## src/rtl/core/assert_macros.svh

```systemverilog
// ----------------------------------------------------------------------------
// assert_macros.svh
// Shared assertion macros for the text console cursor writer.
// ----------------------------------------------------------------------------
`ifndef ASSERT_MACROS_SVH
`define ASSERT_MACROS_SVH

// Same-cycle implication, checked at every rising edge outside reset.
`define ASSERT_SAME(label, ante, cons, msg) \
    label: assert property (@(posedge i_clk) disable iff (!i_rst_n) \
        (ante) |-> (cons)) else $error(msg);

// Next-cycle implication, checked at every rising edge outside reset.
`define ASSERT_NEXT(label, ante, cons, msg) \
    label: assert property (@(posedge i_clk) disable iff (!i_rst_n) \
        (ante) |=> (cons)) else $error(msg);

`endif

```

## src/rtl/core/tccw_pkg.sv

```systemverilog
// ----------------------------------------------------------------------------
// tccw_pkg
// Shared constants and types for the text console cursor writer.
// ----------------------------------------------------------------------------
`timescale 1ns / 1ps

package tccw_pkg;

    localparam int COLUMNS  = 80;
    localparam int ROWS     = 25;
    localparam int TAB_STEP = 4;

    localparam int CHAR_W  = 8;
    localparam int COL_W   = 7;
    localparam int ROW_W   = 5;
    localparam int CELL_W  = 16;
    localparam int ATTR_W  = 8;
    localparam int PADDR_W = 3;
    localparam int PDATA_W = 32;

    localparam logic [CHAR_W-1:0] CHAR_TAB      = 8'h09;
    localparam logic [CHAR_W-1:0] CHAR_NEWLINE  = 8'h0A;
    localparam logic [CHAR_W-1:0] CHAR_RETURN   = 8'h0D;
    localparam logic [CHAR_W-1:0] CHAR_PRINT_LO = 8'h20;
    localparam logic [CHAR_W-1:0] CHAR_PRINT_HI = 8'h7E;

    localparam logic [ATTR_W-1:0] ATTR_RESET  = 8'h0F;
    localparam logic [CELL_W-1:0] BLANK_RESET = 16'h0720;

    localparam logic REG_ATTR  = 1'b0;
    localparam logic REG_BLANK = 1'b1;

    localparam logic KIND_CELL  = 1'b0;
    localparam logic KIND_CLEAR = 1'b1;

    typedef struct packed {
        logic              kind;
        logic [ROW_W-1:0]  prow;
        logic [COL_W-1:0]  col;
        logic [CELL_W-1:0] value;
        logic [ROW_W-1:0]  top;
        logic              last;
    } t_result;

    typedef struct packed {
        logic [1:0] count;
        t_result    res0;
        t_result    res1;
    } t_push;

endpackage

```

## src/rtl/core/tccw_regs.sv

```systemverilog
// ----------------------------------------------------------------------------
// tccw_regs
// Configuration registers behind the APB-style port.
// ----------------------------------------------------------------------------
`timescale 1ns / 1ps

module tccw_regs (
    input  logic                          i_clk,
    input  logic                          i_rst_n,
    input  logic                          psel,
    input  logic                          penable,
    input  logic                          pwrite,
    input  logic [tccw_pkg::PADDR_W-1:0]  paddr,
    input  logic [tccw_pkg::PDATA_W-1:0]  pwdata,
    output logic [tccw_pkg::PDATA_W-1:0]  prdata,
    output logic                          pready,
    output logic [tccw_pkg::ATTR_W-1:0]   o_attr,
    output logic [tccw_pkg::CELL_W-1:0]   o_blank
);
    import tccw_pkg::*;

    logic              w_is_attr;
    logic [ATTR_W-1:0] r_attr_q;
    logic [CELL_W-1:0] r_blank;
    logic              w_wr;
    logic              w_idx;

    assign pready    = 1'b1;
    assign w_wr      = psel && penable && pwrite && pready;
    // Registers sit on 32-bit word boundaries.
    assign w_idx     = paddr[2];
    assign w_is_attr = (w_idx == REG_ATTR);

    always_ff @(posedge i_clk) begin
        if (!i_rst_n) begin
            r_attr_q <= ATTR_RESET;
            r_blank  <= BLANK_RESET;
        end else if (w_wr) begin
            if (w_is_attr) begin
                r_attr_q <= pwdata[ATTR_W-1:0];
            end else begin
                r_blank <= pwdata[CELL_W-1:0];
            end
        end
    end

    always_comb begin
        case (w_idx)
            REG_ATTR:  prdata = {{(PDATA_W-ATTR_W){1'b0}}, r_attr_q};
            REG_BLANK: prdata = {{(PDATA_W-CELL_W){1'b0}}, r_blank};
            default:   prdata = '0;
        endcase
    end

    assign o_attr  = r_attr_q;
    assign o_blank = r_blank;

endmodule

```

## src/rtl/core/tccw_cursor.sv

```systemverilog
// ----------------------------------------------------------------------------
// tccw_cursor
// Input register, cursor and ring base state, and the per-item result logic.
// ----------------------------------------------------------------------------
`timescale 1ns / 1ps

`include "assert_macros.svh"

module tccw_cursor (
    input  logic                         i_clk,
    input  logic                         i_rst_n,
    input  logic [tccw_pkg::CHAR_W-1:0]  i_char_code,
    input  logic                         i_valid,
    output logic                         o_ready,
    input  logic [tccw_pkg::ATTR_W-1:0]  i_attr,
    input  logic [tccw_pkg::CELL_W-1:0]  i_blank,
    input  logic [1:0]                   i_level,
    output tccw_pkg::t_push              o_push
);
    import tccw_pkg::*;

    logic              r_in_valid;
    logic [CHAR_W-1:0] r_char;
    logic [COL_W-1:0]  r_col;
    logic [ROW_W-1:0]  r_row;
    logic [ROW_W-1:0]  r_base;

    logic              w_nl, w_cr, w_tab, w_print;
    logic [COL_W:0]    w_col_ext;
    logic [COL_W:0]    w_col_step;
    logic              w_wrap;
    logic [ROW_W:0]    w_row_step;
    logic              w_scroll;
    logic [ROW_W:0]    w_sum;
    logic [ROW_W-1:0]  w_wrow;
    logic [ROW_W-1:0]  w_base_inc;
    logic [1:0]        w_need;
    logic              w_fits;
    logic              w_adv;
    t_result           w_cell;
    t_result           w_clear;
    logic [COL_W-1:0]  n_col;
    logic [ROW_W-1:0]  n_row;

    always_comb begin
        w_nl    = (r_char == CHAR_NEWLINE);
        w_cr    = (r_char == CHAR_RETURN);
        w_tab   = (r_char == CHAR_TAB);
        w_print = (r_char inside {[CHAR_PRINT_LO:CHAR_PRINT_HI]});
    end

    // Column after the byte, one bit wider so that the edge can be seen.
    always_comb begin
        w_col_ext  = {1'b0, r_col};
        w_col_step = w_col_ext;
        if (w_cr) begin
            w_col_step = '0;
        end else if (w_tab) begin
            w_col_step = (w_col_ext + (COL_W+1)'(TAB_STEP)) & ~((COL_W+1)'(TAB_STEP - 1));
        end else if (w_print) begin
            w_col_step = w_col_ext + 1'b1;
        end
        w_wrap = (w_col_step >= (COL_W+1)'(COLUMNS));
    end

    always_comb begin
        w_row_step = {1'b0, r_row} + (ROW_W+1)'(w_nl || w_wrap);
        w_scroll   = (w_row_step >= (ROW_W+1)'(ROWS));
        n_col      = w_wrap ? '0 : w_col_step[COL_W-1:0];
        n_row      = w_scroll ? ROW_W'(ROWS - 1) : w_row_step[ROW_W-1:0];
    end

    // Both terms are below ROWS, so one conditional subtract wraps the sum.
    always_comb begin
        w_sum      = {1'b0, r_base} + {1'b0, r_row};
        w_wrow     = (w_sum >= (ROW_W+1)'(ROWS)) ? w_sum[ROW_W-1:0] - ROW_W'(ROWS)
                                                 : w_sum[ROW_W-1:0];
        w_base_inc = (r_base == ROW_W'(ROWS - 1)) ? '0 : r_base + 1'b1;
    end

    always_comb begin
        w_cell.kind  = KIND_CELL;
        w_cell.prow  = w_wrow;
        w_cell.col   = r_col;
        w_cell.value = {i_attr, 1'b0, r_char[6:0]};
        w_cell.top   = r_base;
        w_cell.last  = !w_scroll;

        w_clear.kind  = KIND_CLEAR;
        w_clear.prow  = r_base;
        w_clear.col   = '0;
        w_clear.value = i_blank;
        w_clear.top   = w_base_inc;
        w_clear.last  = 1'b1;

        w_need = 2'(w_print) + 2'(w_scroll);
        w_fits = ({1'b0, w_need} + {1'b0, i_level}) <= 3'd2;
        w_adv  = r_in_valid && w_fits;

        o_push.count = w_adv ? w_need : 2'd0;
        o_push.res0  = w_print ? w_cell : w_clear;
        o_push.res1  = w_clear;
    end

    assign o_ready = !r_in_valid || w_fits;

    always_ff @(posedge i_clk) begin
        if (!i_rst_n) begin
            r_in_valid <= 1'b0;
            r_col      <= '0;
            r_row      <= '0;
            r_base     <= '0;
        end else begin
            if (i_valid && o_ready) begin
                r_in_valid <= 1'b1;
            end else if (w_adv) begin
                r_in_valid <= 1'b0;
            end
            if (w_adv) begin
                r_col <= n_col;
                r_row <= n_row;
                if (w_scroll) begin
                    r_base <= w_base_inc;
                end
            end
        end
    end

    always_ff @(posedge i_clk) begin
        if (i_valid && o_ready) begin
            r_char <= i_char_code;
        end
    end

    `ASSERT_NEXT(a_scroll_bottom, w_adv && w_scroll, r_row == ROW_W'(ROWS - 1), "scroll must leave the cursor on the bottom row")
    `ASSERT_NEXT(a_base_hold, !(w_adv && w_scroll), r_base == $past(r_base), "ring base changed without a scroll")
    `ASSERT_SAME(a_state_range, 1'b1, (r_col < COL_W'(COLUMNS)) && (r_row < ROW_W'(ROWS)) && (r_base < ROW_W'(ROWS)), "cursor or ring base out of range")

endmodule

```

## src/rtl/core/tccw_outbuf.sv

```systemverilog
// ----------------------------------------------------------------------------
// tccw_outbuf
// Two-entry result buffer that drives the output channel.
// ----------------------------------------------------------------------------
`timescale 1ns / 1ps

`include "assert_macros.svh"

module tccw_outbuf (
    input  logic                i_clk,
    input  logic                i_rst_n,
    input  tccw_pkg::t_push     i_push,
    output logic [1:0]          o_level,
    output logic                o_valid,
    input  logic                i_ready,
    output tccw_pkg::t_result   o_res
);
    import tccw_pkg::*;

    logic [1:0] r_cnt;
    t_result    r_ent [2];
    logic [1:0] n_cnt;
    t_result    n_ent [2];
    logic       w_pop;
    logic [1:0] w_cnt_left;

    assign w_pop = (r_cnt != 2'd0) && i_ready;

    // Shift out the taken item, then append the new results behind the rest.
    always_comb begin
        n_ent[0]   = r_ent[0];
        n_ent[1]   = r_ent[1];
        w_cnt_left = r_cnt - {1'b0, w_pop};
        if (w_pop) begin
            n_ent[0] = r_ent[1];
        end
        if (i_push.count != 2'd0) begin
            n_ent[w_cnt_left[0]] = i_push.res0;
        end
        if (i_push.count == 2'd2) begin
            n_ent[1] = i_push.res1;
        end
        n_cnt = w_cnt_left + i_push.count;
    end

    always_ff @(posedge i_clk) begin
        if (!i_rst_n) begin
            r_cnt <= '0;
        end else begin
            r_cnt <= n_cnt;
        end
    end

    always_ff @(posedge i_clk) begin
        r_ent[0] <= n_ent[0];
        r_ent[1] <= n_ent[1];
    end

    assign o_level = r_cnt;
    assign o_valid = (r_cnt != 2'd0);
    assign o_res   = r_ent[0];

    `ASSERT_SAME(a_push_room, i_push.count != 2'd0, ({1'b0, i_push.count} + {1'b0, r_cnt}) <= 3'd2, "result buffer overflow")
    `ASSERT_NEXT(a_count_track, 1'b1, r_cnt == $past(r_cnt) - $past(2'(w_pop)) + $past(i_push.count), "result count lost track")

endmodule

```

## src/rtl/core/text_console_cursor_writer.sv

```systemverilog
// Path: an accepted item is held in the input register until the result buffer has
// room, then its results are registered into the buffer, whose head is on the outputs.
// Throughput: one item per cycle while results are taken; one that writes a cell
// and scrolls waits until both entries of the two-entry result buffer are free.
// Reset: cursor column, cursor row and ring base row go to zero, the attribute
// to 0x0F and the blank cell to 0x0720; no clearing pass is run.
// ----------------------------------------------------------------------------
// text_console_cursor_writer
// Turns a byte stream into cell writes and row clears on a ring of text rows.
// ----------------------------------------------------------------------------
`timescale 1ns / 1ps

module text_console_cursor_writer (
    input  logic                          i_clk,
    input  logic                          i_rst_n,
    input  logic                          psel,
    input  logic                          penable,
    input  logic                          pwrite,
    input  logic [tccw_pkg::PADDR_W-1:0]  paddr,
    input  logic [tccw_pkg::PDATA_W-1:0]  pwdata,
    output logic [tccw_pkg::PDATA_W-1:0]  prdata,
    output logic                          pready,
    input  logic                          i_valid,
    output logic                          o_ready,
    input  logic [tccw_pkg::CHAR_W-1:0]   i_char_code,
    output logic                          o_valid,
    input  logic                          i_ready,
    output logic                          o_result_kind,
    output logic [tccw_pkg::ROW_W-1:0]    o_physical_row,
    output logic [tccw_pkg::COL_W-1:0]    o_cell_column,
    output logic [tccw_pkg::CELL_W-1:0]   o_cell_value,
    output logic [tccw_pkg::ROW_W-1:0]    o_top_row,
    output logic                          o_last_of_run
);
    import tccw_pkg::*;

    logic [ATTR_W-1:0] w_attr;
    logic [CELL_W-1:0] w_blank;
    logic [1:0]        w_level;
    t_push             w_push;
    t_result           w_res;

    tccw_regs u_regs (
        .i_clk   (i_clk),
        .i_rst_n (i_rst_n),
        .psel    (psel),
        .penable (penable),
        .pwrite  (pwrite),
        .paddr   (paddr),
        .pwdata  (pwdata),
        .prdata  (prdata),
        .pready  (pready),
        .o_attr  (w_attr),
        .o_blank (w_blank)
    );

    tccw_cursor u_cursor (
        .i_clk       (i_clk),
        .i_rst_n     (i_rst_n),
        .i_char_code (i_char_code),
        .i_valid     (i_valid),
        .o_ready     (o_ready),
        .i_attr      (w_attr),
        .i_blank     (w_blank),
        .i_level     (w_level),
        .o_push      (w_push)
    );

    tccw_outbuf u_outbuf (
        .i_clk   (i_clk),
        .i_rst_n (i_rst_n),
        .i_push  (w_push),
        .o_level (w_level),
        .o_valid (o_valid),
        .i_ready (i_ready),
        .o_res   (w_res)
    );

    assign o_result_kind  = w_res.kind;
    assign o_physical_row = w_res.prow;
    assign o_cell_column  = w_res.col;
    assign o_cell_value   = w_res.value;
    assign o_top_row      = w_res.top;
    assign o_last_of_run  = w_res.last;

endmodule

```

## config.mk

```make
export PLATFORM = sky130hd
export DESIGN_NAME = text_console_cursor_writer
export DESIGN_NICKNAME = d
export VERILOG_FILES = /design/src/rtl/core/tccw_pkg.sv /design/src/rtl/core/tccw_regs.sv /design/src/rtl/core/tccw_cursor.sv /design/src/rtl/core/tccw_outbuf.sv /design/src/rtl/core/text_console_cursor_writer.sv
export VERILOG_INCLUDE_DIRS = /design/src /design/src/rtl/core
export SDC_FILE = /design/constraint.sdc
export NUM_CORES = 1
export LEC_CHECK = 0
export ABC_CLOCK_PERIOD_IN_PS = 8300
export BUFFER_PORTS_ARGS = -buffer_cell sky130_fd_sc_hd__buf_2
export CAP_MARGIN = 40
export CORE_MARGIN = 4
export CORE_UTILIZATION = 56
export CTS_CLUSTER_DIAMETER = 50
export DETAILED_ROUTE_END_ITERATION = 10
export GPL_TIMING_DRIVEN = 0
export PLACE_DENSITY = 0.87
export SLEW_MARGIN = 20
export SYNTH_ARGS = -nofsm -noshare
export SYNTH_HDL_FRONTEND = slang
export SYNTH_SLANG_ARGS = --single-unit
export TNS_END_PERCENT = 1
```

## constraint.sdc

```tcl
create_clock -name i_clk -period 8.3 [get_ports i_clk]
set_clock_uncertainty 0.05 [all_clocks]
set_input_delay 2.49 -clock i_clk [delete_from_list [all_inputs] [get_ports i_clk]]
set_output_delay 2.49 -clock i_clk [all_outputs]
set_load 0.1 [all_outputs]
```

==> impl_metrics.env, run 1 <==
export IMPL_synth_async_reset_ratio_pct=0
export IMPL_placedInstanceArea_mm2=0.00740
export IMPL_numCtsBuffers=17
export IMPL_fmax_mhz=126
export IMPL_place_ws_ns=0.614
export IMPL_path_clk_slew_ns=0.06
export IMPL_yosys_cell_types_count=75
export IMPL_comb_power_share_pct=42.3
export IMPL_tightest_slew_ns=0.797
export IMPL_final_nets=925
export IMPL_htree_num_levels=4
export IMPL_synth_edff_count=34
export IMPL_cts_tree="yes"
export IMPL_die_w_um=118
export IMPL_dr_first_iter_drc_count=560
export IMPL_vias_per_cell=5.92
export IMPL_synth_seq_cells=122
export IMPL_track_usage_pct=25.8
export IMPL_seq_area_frac_synth_pct=41.4
export IMPL_cap_violations=0
export IMPL_critPathKind="flop to output pin"
export IMPL_finalHoldViolCount=0
export IMPL_drt_pass1_iter_count=6
export IMPL_final_layout_size_suffix_gt1_share_pct=26.1
export IMPL_finalPower_mw=2.57
export IMPL_powerDensity_mw_per_mm2=321
export IMPL_grt_pass1_wl_um=28900
export IMPL_rsz0062_at_grt="false"
export IMPL_ys_flop_type="dfxtp_1"
export IMPL_num_antenna_cells=0
export IMPL_syn_inst=736
export IMPL_root_buffer="clkbuf_16"
export IMPL_grt_pass1_vias=5767
export IMPL_vias=5981
export IMPL_crit_arrival_ns=5.39
export IMPL_clockBufferDepth=2
export IMPL_p_int_mw=1.43
export IMPL_gp_congestion=0.968
export IMPL_place_hpwl_um=12700
export IMPL_ir_drop_mv=0.189
export IMPL_finalWorstSetupSlack_ns=0.371
export IMPL_syn_avg_cell_area_um2=9.13
export IMPL_coreArea_mm2=0.0116
export IMPL_fin_area_mm2=0.00800
export IMPL_p_leak_nw=3.54
export IMPL_startpoint_type="flop"
export IMPL_top_layer="met4"
export IMPL_remaining_drc_errors=0
export IMPL_max_slew_margin_pct=46.4
export IMPL_syn_area_mm2=0.00672
export IMPL_wire_per_inst_um=18.1
export IMPL_antenna_found_initial=0
export IMPL_whs_ns=0.408
export IMPL_top_level_ports=120
export IMPL_worstPathMaxFanout=6
export IMPL_wl_met2_um=8780
export IMPL_met1Wirelength_um=7340
export IMPL_dr_wl_met3_um=1640
export IMPL_grt_max_degree=18
export IMPL_start_util_pct=58.1
export IMPL_drv_slew=0
export IMPL_routed_wirelength_um=18300
export IMPL_seqPwrFrac_pct=29.8
export IMPL_rows=39
export IMPL_gr_total_overflow=0
export IMPL_cp_end_kind="output pin"
export IMPL_clk_latency_ns=0.42
export IMPL_p_sw_mw=1.14
export IMPL_portBuffers=83
export IMPL_setup_violations=0
export IMPL_fillerInstances=874
export IMPL_required_ns=5.76
export IMPL_dieArea_mm2=0.0138
export IMPL_run_status="completed"
export IMPL_finalCritPeriodShare_pct=95.5
export IMPL_postRouteAntennaNets=0
export IMPL_min_path_type="flop to flop"
export IMPL_p_sw_share_pct=44.4
export IMPL_cts_sinks=122
export IMPL_setup_tns_ns=0
export IMPL_yosysWarnings=0
export IMPL_period_needed_ns=7.93
export IMPL_die_h_um=118
export IMPL_p_clk_share_pct=27.9
export IMPL_area_delta_synth_final_pct=19.1
==> Yosys cell counts, types with 5 or more instances <==
| master | number | area (um2) |
|---|---|---|
| clkbuf_1 | 24 | 90.1 |
| nand4_1 | 9 | 56.3 |
| o211ai_1 | 5 | 37.5 |
| mux2i_1 | 39 | 390 |
| and3_1 | 5 | 31.3 |
| a21oi_1 | 35 | 175 |
| nor2_1 | 27 | 101 |
| ha_1 | 19 | 238 |
| edfxtp_1 | 34 | 1020 |
| inv_1 | 16 | 60.1 |
| nand2_1 | 127 | 477 |
| mux2_2 | 27 | 304 |
| a22o_1 | 6 | 52.6 |
| and2_1 | 22 | 138 |
| buf_4 | 52 | 390 |
| o21ai_0 | 53 | 265 |
| a21o_1 | 5 | 37.5 |
| nand3_1 | 31 | 155 |
| buf_2 | 8 | 40.0 |
| nor3_1 | 6 | 30.0 |
| dfxtp_1 | 88 | 1760 |
==> registers in the layout, summed over array words and instances, names as in the netlist <==
| register | cells |
|---|---|
| u_outbuf.o_level | 2 |
| u_regs.o_blank | 16 |
| u_cursor.r_row | 5 |
| u_regs.o_attr | 8 |
| u_cursor.r_char | 8 |
| u_cursor.r_in_valid | 1 |
| u_cursor.r_base | 5 |
| u_outbuf.r_ent | 70 |
| u_cursor.r_col | 7 |
==> worst paths after layout <==
check                          endpoint  cells after the start             startpoint  slack [ns]
setup / recovery                o_ready                     18     u_cursor.r_char[1]        0.37
hold / removal    u_outbuf.r_ent[0][58]                      2  u_outbuf.r_ent[0][58]        0.41
setup reg to reg  u_outbuf.r_ent[0][54]                     22     u_cursor.r_char[1]        1.69
hold reg to reg   u_outbuf.r_ent[0][58]                      2  u_outbuf.r_ent[0][58]        0.41
==> cell type report <==
cell class                      instances  area, um2  area share, %
Sequential cell                       122       2780           34.8
Tap cell                              143        179           2.24
Clock buffer                           21        482           6.02
Buffer                                 87        532           6.64
Multi-Input combinational cell        525       3420           42.8
Timing Repair Buffer                   84        449           5.61
Clock inverter                         11       92.6           1.16
Inverter                               17       63.8          0.797
==> per-stage QoR <==
stage               cells  util [%]
floorplan             751         -
global placement      977      63.7
detailed placement    978      64.0
CTS                  1010      68.9
global route         1010      69.2
finish               1010      69.2
==> routing by layer <==
layer	track usage, %	up-vias
met3	6.34	64
li1	-	2801
met5	0	-
met1	32.0	2795
met2	42.4	321
met4	12.0	0
==> timing repair <==
action | 4_1_cts | 5_1_grt
endpoints found under the hold margin | 0 | 0
setup endpoints to repair | 0 | 1
buffers inserted | 0 | 0
hold buffers | 0 | 0
resized for setup | 0 | 7
==> power groups by stage <==
stage / Clock, mW / Sequential [mW] / Combinational, mW
CTS: 0.713 / 0.762 / 1.08
global route: 0.741 / 0.773 / 1.13
global placement: 0 / 0.769 / 1.06
detailed placement: 0 / 0.774 / 1.08
floorplan: 0 / 0.787 / 0.903
finish: 0.716 / 0.764 / 1.09
==> kinds of logic after synthesis <==
kind of cell,after synthesis,synth area share (%)
DFF,122,41.4
muxes,66,10.3
xor gates and xnor gates,9,1.51
other,2,0.112
buffers and inverters,104,8.86
adders and majority gates,21,4.13
and+or+nand+nor,258,18.6
AOI/OAI and AO/OA,154,15.1
==> worst max-delay path: stages, from the launching register on <==
cell       delay [ns]
edfxtp_1         0.50
nor4b_4          0.35
and4_1           0.28
a21o_1           0.21
nand3_1          0.15
a2111oi_2        0.34
a211oi_1         0.13
ha_1             0.24
ha_1             0.25
xnor2_1          0.21
o211ai_1         0.12
o2111ai_1        0.21
nand2_1          0.19
ha_1             0.37
ha_1             0.21
fa_1             0.48
a21oi_2          0.25
nand2b_1         0.24
buf_6            0.26
==> cells in the final DEF, fill, tap and decap left out, types with 4 or more instances in the layout <==
cell type and instances:
nand2_1 127, edfxtp_1 34, nor3_1 6, clkinv_2 4, a31oi_1 4, a22o_1 6, nand4_1 9, a21o_1 5
xnor2_1 4, o211ai_1 5, and2_1 22, a21oi_1 35, and3_1 5, nor2_1 26, inv_1 16, conb_1 17
dfxtp_1 88, clkbuf_16 18, a211oi_1 4, ha_1 19, nand3_1 31, buf_4 52, mux2i_1 39, o22ai_1 4
mux2_2 27, clkbuf_1 25, o21ai_0 53, buf_2 90
Power figures use the tool's default switching activity.
==> inputs of run 2 (changes only) <==
ABC_CLOCK_PERIOD_IN_PS = 7400   (was 8300)
clock period = 7.4 ns   (was 8.3 ns; I/O delays follow)
==> run 2 against run 1 <==
Via count grew 1.1%. Worst setup slack lost 0.24 ns. Worst hold slack lost 0.0015 ns. Final cell count rose by 0.59%. First-iteration DRC count is 3.0% higher. Highest routed layer unchanged. Wire length increased by 2.6%. Flip-flop and latch count did not move.
==> impl_metrics.env, run 2 (synthesized netlist as in run 1, its figures left out) <==
export IMPL_run_status="completed"
export IMPL_die_h_um=118
export IMPL_dr_first_iter_drc_count=577
export IMPL_finalHoldViolCount=0
export IMPL_cts_tree="yes"
export IMPL_grt_max_degree=18
export IMPL_ir_drop_mv=0.224
export IMPL_wire_per_inst_um=18.5
export IMPL_crit_chain="nor4b_4 > and4_4 > a21o_1 > nand3_2 > a2111oi_4 > a211oi_2 > ha_2 > ha_2 > nor2_4 > o211ai_1 > o2111ai_2 > nand2_2 > ha_4 > ha_1 > fa_1 > a21oi_2 > nand2b_4 > buf_12"
export IMPL_max_slew_margin_pct=50.0
export IMPL_endpoint="o_ready"
export IMPL_die_w_um=118
export IMPL_setup_violations=0
export IMPL_rows=39
export IMPL_vias=6046
export IMPL_root_buffer="clkbuf_16"
export IMPL_r2r_cells=23
export IMPL_drv_slew=0
export IMPL_grt_pass1_wl_um=29100
export IMPL_final_layout_size_suffix_gt1_share_pct=28.5
export IMPL_crit_arrival_ns=5.00
export IMPL_place_ws_ns=-0.0160
export IMPL_dieArea_mm2=0.0138
export IMPL_clk_latency_ns=0.42
export IMPL_crit_slowest_cell="fa_1"
export IMPL_grt_pass1_vias=5770
export IMPL_finalCritPeriodShare_pct=98.2
export IMPL_gp_congestion=0.968
export IMPL_period_needed_ns=7.27
export IMPL_clockBufferDepth=2
export IMPL_seq_area_mm2=0.00278
export IMPL_path_clk_slew_ns=0.05
export IMPL_start_util_pct=58.1
export IMPL_fmax_mhz=138
export IMPL_drt_pass1_iter_count=5
export IMPL_antenna_found_initial=0
export IMPL_coreArea_mm2=0.0116
export IMPL_p_leak_nw=3.59
export IMPL_min_path_type="flop to flop"
export IMPL_r2r_slack_ns=0.86
export IMPL_num_antenna_cells=0
export IMPL_r2r_end="u_outbuf.r_ent[0][55]"
export IMPL_required_ns=5.13
export IMPL_area_delta_synth_final_pct=21.3
export IMPL_postRouteAntennaNets=0
export IMPL_finalWorstSetupSlack_ns=0.134
export IMPL_layout_commonest_cell="nand2_1"
export IMPL_gr_total_overflow=0
export IMPL_fillerInstances=838
export IMPL_numCtsBuffers=17
export IMPL_portBuffers=83
export IMPL_max_stage_delay_ns=0.51
export IMPL_tightest_slew_ns=0.744
export IMPL_hold_path_depth=2
export IMPL_largest_reg_flops=70
export IMPL_largest_register="u_outbuf.r_ent"
export IMPL_startpoint_type="flop"
export IMPL_top_level_ports=120
export IMPL_vias_per_cell=5.95
export IMPL_cap_violations=0
export IMPL_crit_reg2reg_launch="u_cursor.r_char[6]"
export IMPL_remaining_drc_errors=0
export IMPL_htree_num_levels=4
export IMPL_worstPathMaxFanout=5
export IMPL_startpoint="u_cursor.r_char[6]"
export IMPL_place_hpwl_um=12700
export IMPL_powerDensity_mw_per_mm2=354
export IMPL_crit_top_cell="ha_2"
export IMPL_multiInputGateArea_mm2=0.00352
export IMPL_cp_end_kind="output pin"
export IMPL_final_nets=931
export IMPL_cts_sinks=122
export IMPL_critPathKind="flop to output pin"
export IMPL_routed_wirelength_um=18800
export IMPL_layout_common_cells="nand2_1 (125), buf_2 (90), dfxtp_1 (88)"
export IMPL_fin_util_pct=70.5
export IMPL_hold_buffers=0
export IMPL_track_usage_pct=26.0
==> run 2: changes by cell type in the layout (fill, tap and decap cells not counted), sizes merged <==
cell	before	now
buf	147	153
==> run 2: stage by stage <==
stage	area, um2	cells	hold slack (ns)	TNS, ns	power, mW
2_1_floorplan	6780	751	0.376	0	1.89
4_1_cts	8020	1012	0.403	0	2.88
6_report	8150	1016	0.406	0	2.89
3_3_place_gp	7370	977	0.392	0	2.05
5_1_grt	8150	1016	0.422	-0.0273	2.98
3_5_place_dp	7400	978	0.396	-0.0160	2.08
==> run 2: worst min-delay path by stage <==
stage                                     start               endpoint
final                     u_outbuf.r_ent[0][58]  u_outbuf.r_ent[0][58]
after floorplan           u_outbuf.r_ent[0][69]  u_outbuf.r_ent[0][69]
after global routing      u_outbuf.r_ent[0][58]  u_outbuf.r_ent[0][58]
after detailed placement  u_outbuf.r_ent[0][58]  u_outbuf.r_ent[0][58]
after CTS                 u_outbuf.r_ent[0][58]  u_outbuf.r_ent[0][58]
after global placement    u_outbuf.r_ent[0][62]  u_outbuf.r_ent[0][62]
==> run 2: critical path, delay by kind of cell, from the launching register on <==
| family | cells | cell delay [ns] |
|---|---|---|
| and+or+nand+nor | 6 | 1.21 |
| AOI/OAI and AO/OA | 6 | 1.19 |
| buffers and inverters | 1 | 0.18 |
| adders and majority gates | 5 | 1.49 |
| DFF | 1 | 0.50 |
==> run 2: final cells by class <==
type | instances | area share, %
multi-input cells | 525 | 43.1
flip-flops and latches | 122 | 34.1
inverters | 17 | 0.783
clock buffers | 21 | 5.91
well taps | 143 | 2.20
repair buffers | 90 | 6.17
plain buffers | 87 | 6.52
clock inverters | 11 | 1.14
==> run 2: repair_timing <==
| action | in CTS | in global routing |
|---|---|---|
| endpoints found under the setup margin | 1 | 1 |
| setup buffers | 2 | 4 |
| gates resized for setup | 7 | 20 |
| hold endpoints to repair | 0 | 0 |
| pin swaps | 2 | 9 |
==> run 2: power by group <==
part	total [mW]	internal, mW	switching [mW]
clock network	0.799	0.496	0.303
registers	0.858	0.793	0.0650
logic	1.23	0.317	0.911
total	2.89	1.61	1.28
==> run 2: per-layer routing <==
metal	wire, um	vias up	GRT usage, %
li1	-	2814	-
met2	9260	345	43.1
met5	0	-	0
met3	1730	57	6.73
met1	7280	2830	32.2
met4	489	0	11.4
==> inputs of run 3 (changes only) <==
ABC_CLOCK_PERIOD_IN_PS = 7010   (was 7400)
HOLD_SLACK_MARGIN = 0.15   (was unset)
SETUP_SLACK_MARGIN = 0.5   (was unset)
clock period = 7.01 ns   (was 7.4 ns; I/O delays follow)
==> run 3 against run 2 <==
The run now ends with negative setup slack left. Non-clock buffer count grew 23. Via count grew 6.0%. Core utilization grew 3.1 points. Design area grew 4.4%.
==> impl_metrics.env, run 3 (synthesized netlist as in run 1, its figures left out) <==
export IMPL_largest_reg_flops=70
export IMPL_crit_slowest_cell="edfxtp_1"
export IMPL_die_w_um=118
export IMPL_path_delay_family="adder cells"
export IMPL_crit_top_cell="ha_4"
export IMPL_p_leak_nw=3.75
export IMPL_cts_sinks=122
export IMPL_grt_pass1_wl_um=31300
export IMPL_htree_num_levels=4
export IMPL_hold_buffers=0
export IMPL_clockBufferDepth=2
export IMPL_hold_path_depth=2
export IMPL_cap_violations=0
export IMPL_rsz0062_at_grt="true"
export IMPL_antenna_found_initial=0
export IMPL_comb_power_share_pct=40.9
export IMPL_largest_register="u_outbuf.r_ent"
export IMPL_ir_drop_mv=0.313
export IMPL_p_int_mw=1.86
export IMPL_vias_per_cell=6.17
export IMPL_period_needed_ns=7.10
export IMPL_dr_first_iter_drc_count=853
export IMPL_p_sw_mw=1.39
export IMPL_start_util_pct=58.1
export IMPL_layout_commonest_cell="nand2_1"
export IMPL_final_nets=954
export IMPL_layout_common_cells="nand2_1 (124), buf_2 (90), dfxtp_1 (88)"
export IMPL_max_stage_delay_ns=0.49
export IMPL_worstPathMaxFanout=4
export IMPL_grt_pass1_vias=6034
export IMPL_min_path_type="flop to flop"
export IMPL_postRouteAntennaNets=0
export IMPL_final_cells=1039
export IMPL_max_slew_margin_pct=50.2
export IMPL_cp_end_kind="output pin"
export IMPL_crit_buf_inv=4
export IMPL_crit_chain="buf_6 > nor4b_4 > buf_4 > nand4_1 > nand2_2 > nor4_4 > buf_4 > a2111oi_4 > a211oi_2 > ha_2 > ha_4 > nor2_4 > o211ai_1 > o2111ai_2 > nand2_2 > ha_4 > ha_4 > fa_1 > a21oi_2 > nand2b_4 > buf_12"
export IMPL_top_level_ports=120
export IMPL_fin_area_mm2=0.00851
export IMPL_placedCellCount=978
export IMPL_dieArea_mm2=0.0138
export IMPL_num_antenna_cells=0
export IMPL_vias=6407
export IMPL_place_hpwl_um=12400
export IMPL_portBuffers=83
export IMPL_finalHoldViolCount=0
export IMPL_violations="negative setup slack"
export IMPL_cts_tree="yes"
export IMPL_r2r_slack_ns=0.47
export IMPL_numCtsBuffers=17
export IMPL_wire_per_inst_um=20.1
export IMPL_clk_latency_ns=0.43
export IMPL_finalWorstSetupSlack_ns=-0.0878
export IMPL_powerDensity_mw_per_mm2=382
export IMPL_die_h_um=118
export IMPL_startpoint_type="flop"
export IMPL_path_clk_slew_ns=0.06
export IMPL_drt_pass1_iter_count=5
export IMPL_placedInstanceArea_mm2=0.00741
export IMPL_p_clk_share_pct=31.3
export IMPL_remaining_drc_errors=0
export IMPL_track_usage_pct=28.3
export IMPL_critPathKind="flop to output pin"
export IMPL_tightest_slew_ns=0.746
export IMPL_grt_max_degree=19
export IMPL_drv_slew=0
export IMPL_crit_reg2reg_launch="u_cursor.r_char[5]"
export IMPL_coreArea_mm2=0.0116
export IMPL_min_from="u_outbuf.r_ent[0][62]"
export IMPL_run_status="finished, violations left"
export IMPL_r2r_cells=28
export IMPL_final_layout_size_suffix_gt1_share_pct=30.9
export IMPL_fillerInstances=729
export IMPL_finalCritPeriodShare_pct=101
export IMPL_seqPwrFrac_pct=27.8
export IMPL_required_ns=4.86
export IMPL_root_buffer="clkbuf_16"
export IMPL_rows=39
export IMPL_area_delta_synth_final_pct=26.7
export IMPL_gp_congestion=0.938
export IMPL_r2r_end="u_outbuf.r_ent[0][43]"
export IMPL_p_sw_share_pct=42.7
export IMPL_crit_arrival_ns=4.94
export IMPL_startpoint="u_cursor.r_char[5]"
export IMPL_fmax_mhz=141
export IMPL_routed_wirelength_um=20800
export IMPL_hold_end="u_outbuf.r_ent[0][62]"
export IMPL_place_ws_ns=-0.101
export IMPL_gr_total_overflow=0
export IMPL_setup_violations=1
run 3: worst reg2reg max path, delay by kind of cell, from the launching register on:
kind	cells	cell delay, ns
flops	1	0.49
fa+ha+maj	5	1.35
compound gates	6	1.04
simple gates	10	1.86
buf+inv	7	1.56
run 3: worst max-delay path by stage:
stage / depth (start not counted) / slack (ns) / end
global placement: 18 / -0.07 / o_ready
floorplan: 17 / 0.55 / o_ready
CTS: 19 / 0.26 / o_ready
finish: 21 / -0.09 / o_ready
global route: 21 / -0.19 / o_ready
detailed placement: 18 / -0.10 / o_ready
run 3: layout make-up:
class / instances / area (um2) / share of cell area, %
clock inverter: 14 / 244 / 2.87
sequential: 122 / 2780 / 32.7
inverter: 17 / 63.8 / 0.750
tap: 143 / 179 / 2.10
multi-input combinational: 525 / 3590 / 42.2
clock buffer: 18 / 439 / 5.16
timing repair buffer: 113 / 679 / 7.98
buffer: 87 / 533 / 6.26
run 3: power groups by stage:
stage / Clock, mW / Sequential, mW / Combinational [mW]
after CTS: 1.02 / 0.899 / 1.30
after floorplan: 0 / 0.932 / 1.07
final: 1.02 / 0.903 / 1.33
after global routing: 1.05 / 0.912 / 1.38
after global placement: 0 / 0.907 / 1.26
after detailed placement: 0 / 0.911 / 1.27
run 3: timing repair:
| item | CTS | global route |
|---|---|---|
| setup buffers | 18 | 11 |
| resized for setup | 30 | 8 |
| endpoints found under the setup margin | 19 | 27 |
| pin swaps | 20 | 22 |
run 3: layer usage:
| layer | share of wire, % | GRT usage (%) | vias up |
|---|---|---|---|
| met5 | 0 | 0 | - |
| met4 | 3.9 | 12.6 | 0 |
| met3 | 12 | 6.97 | 95 |
| met2 | 48 | 46.7 | 490 |
| met1 | 37 | 35.3 | 2981 |
| li1 | - | - | 2841 |
run 3: through the flow:
step                util, %  power, mW  setup TNS, ns  hold WS [ns]
floorplan                 -       2.00              0         0.376
global placement       63.8       2.17        -0.0735         0.387
detailed placement     64.1       2.19         -0.101         0.399
CTS                    72.6       3.22              0         0.412
global route           73.6       3.34         -0.189         0.432
finish                 73.6       3.25        -0.0878         0.418
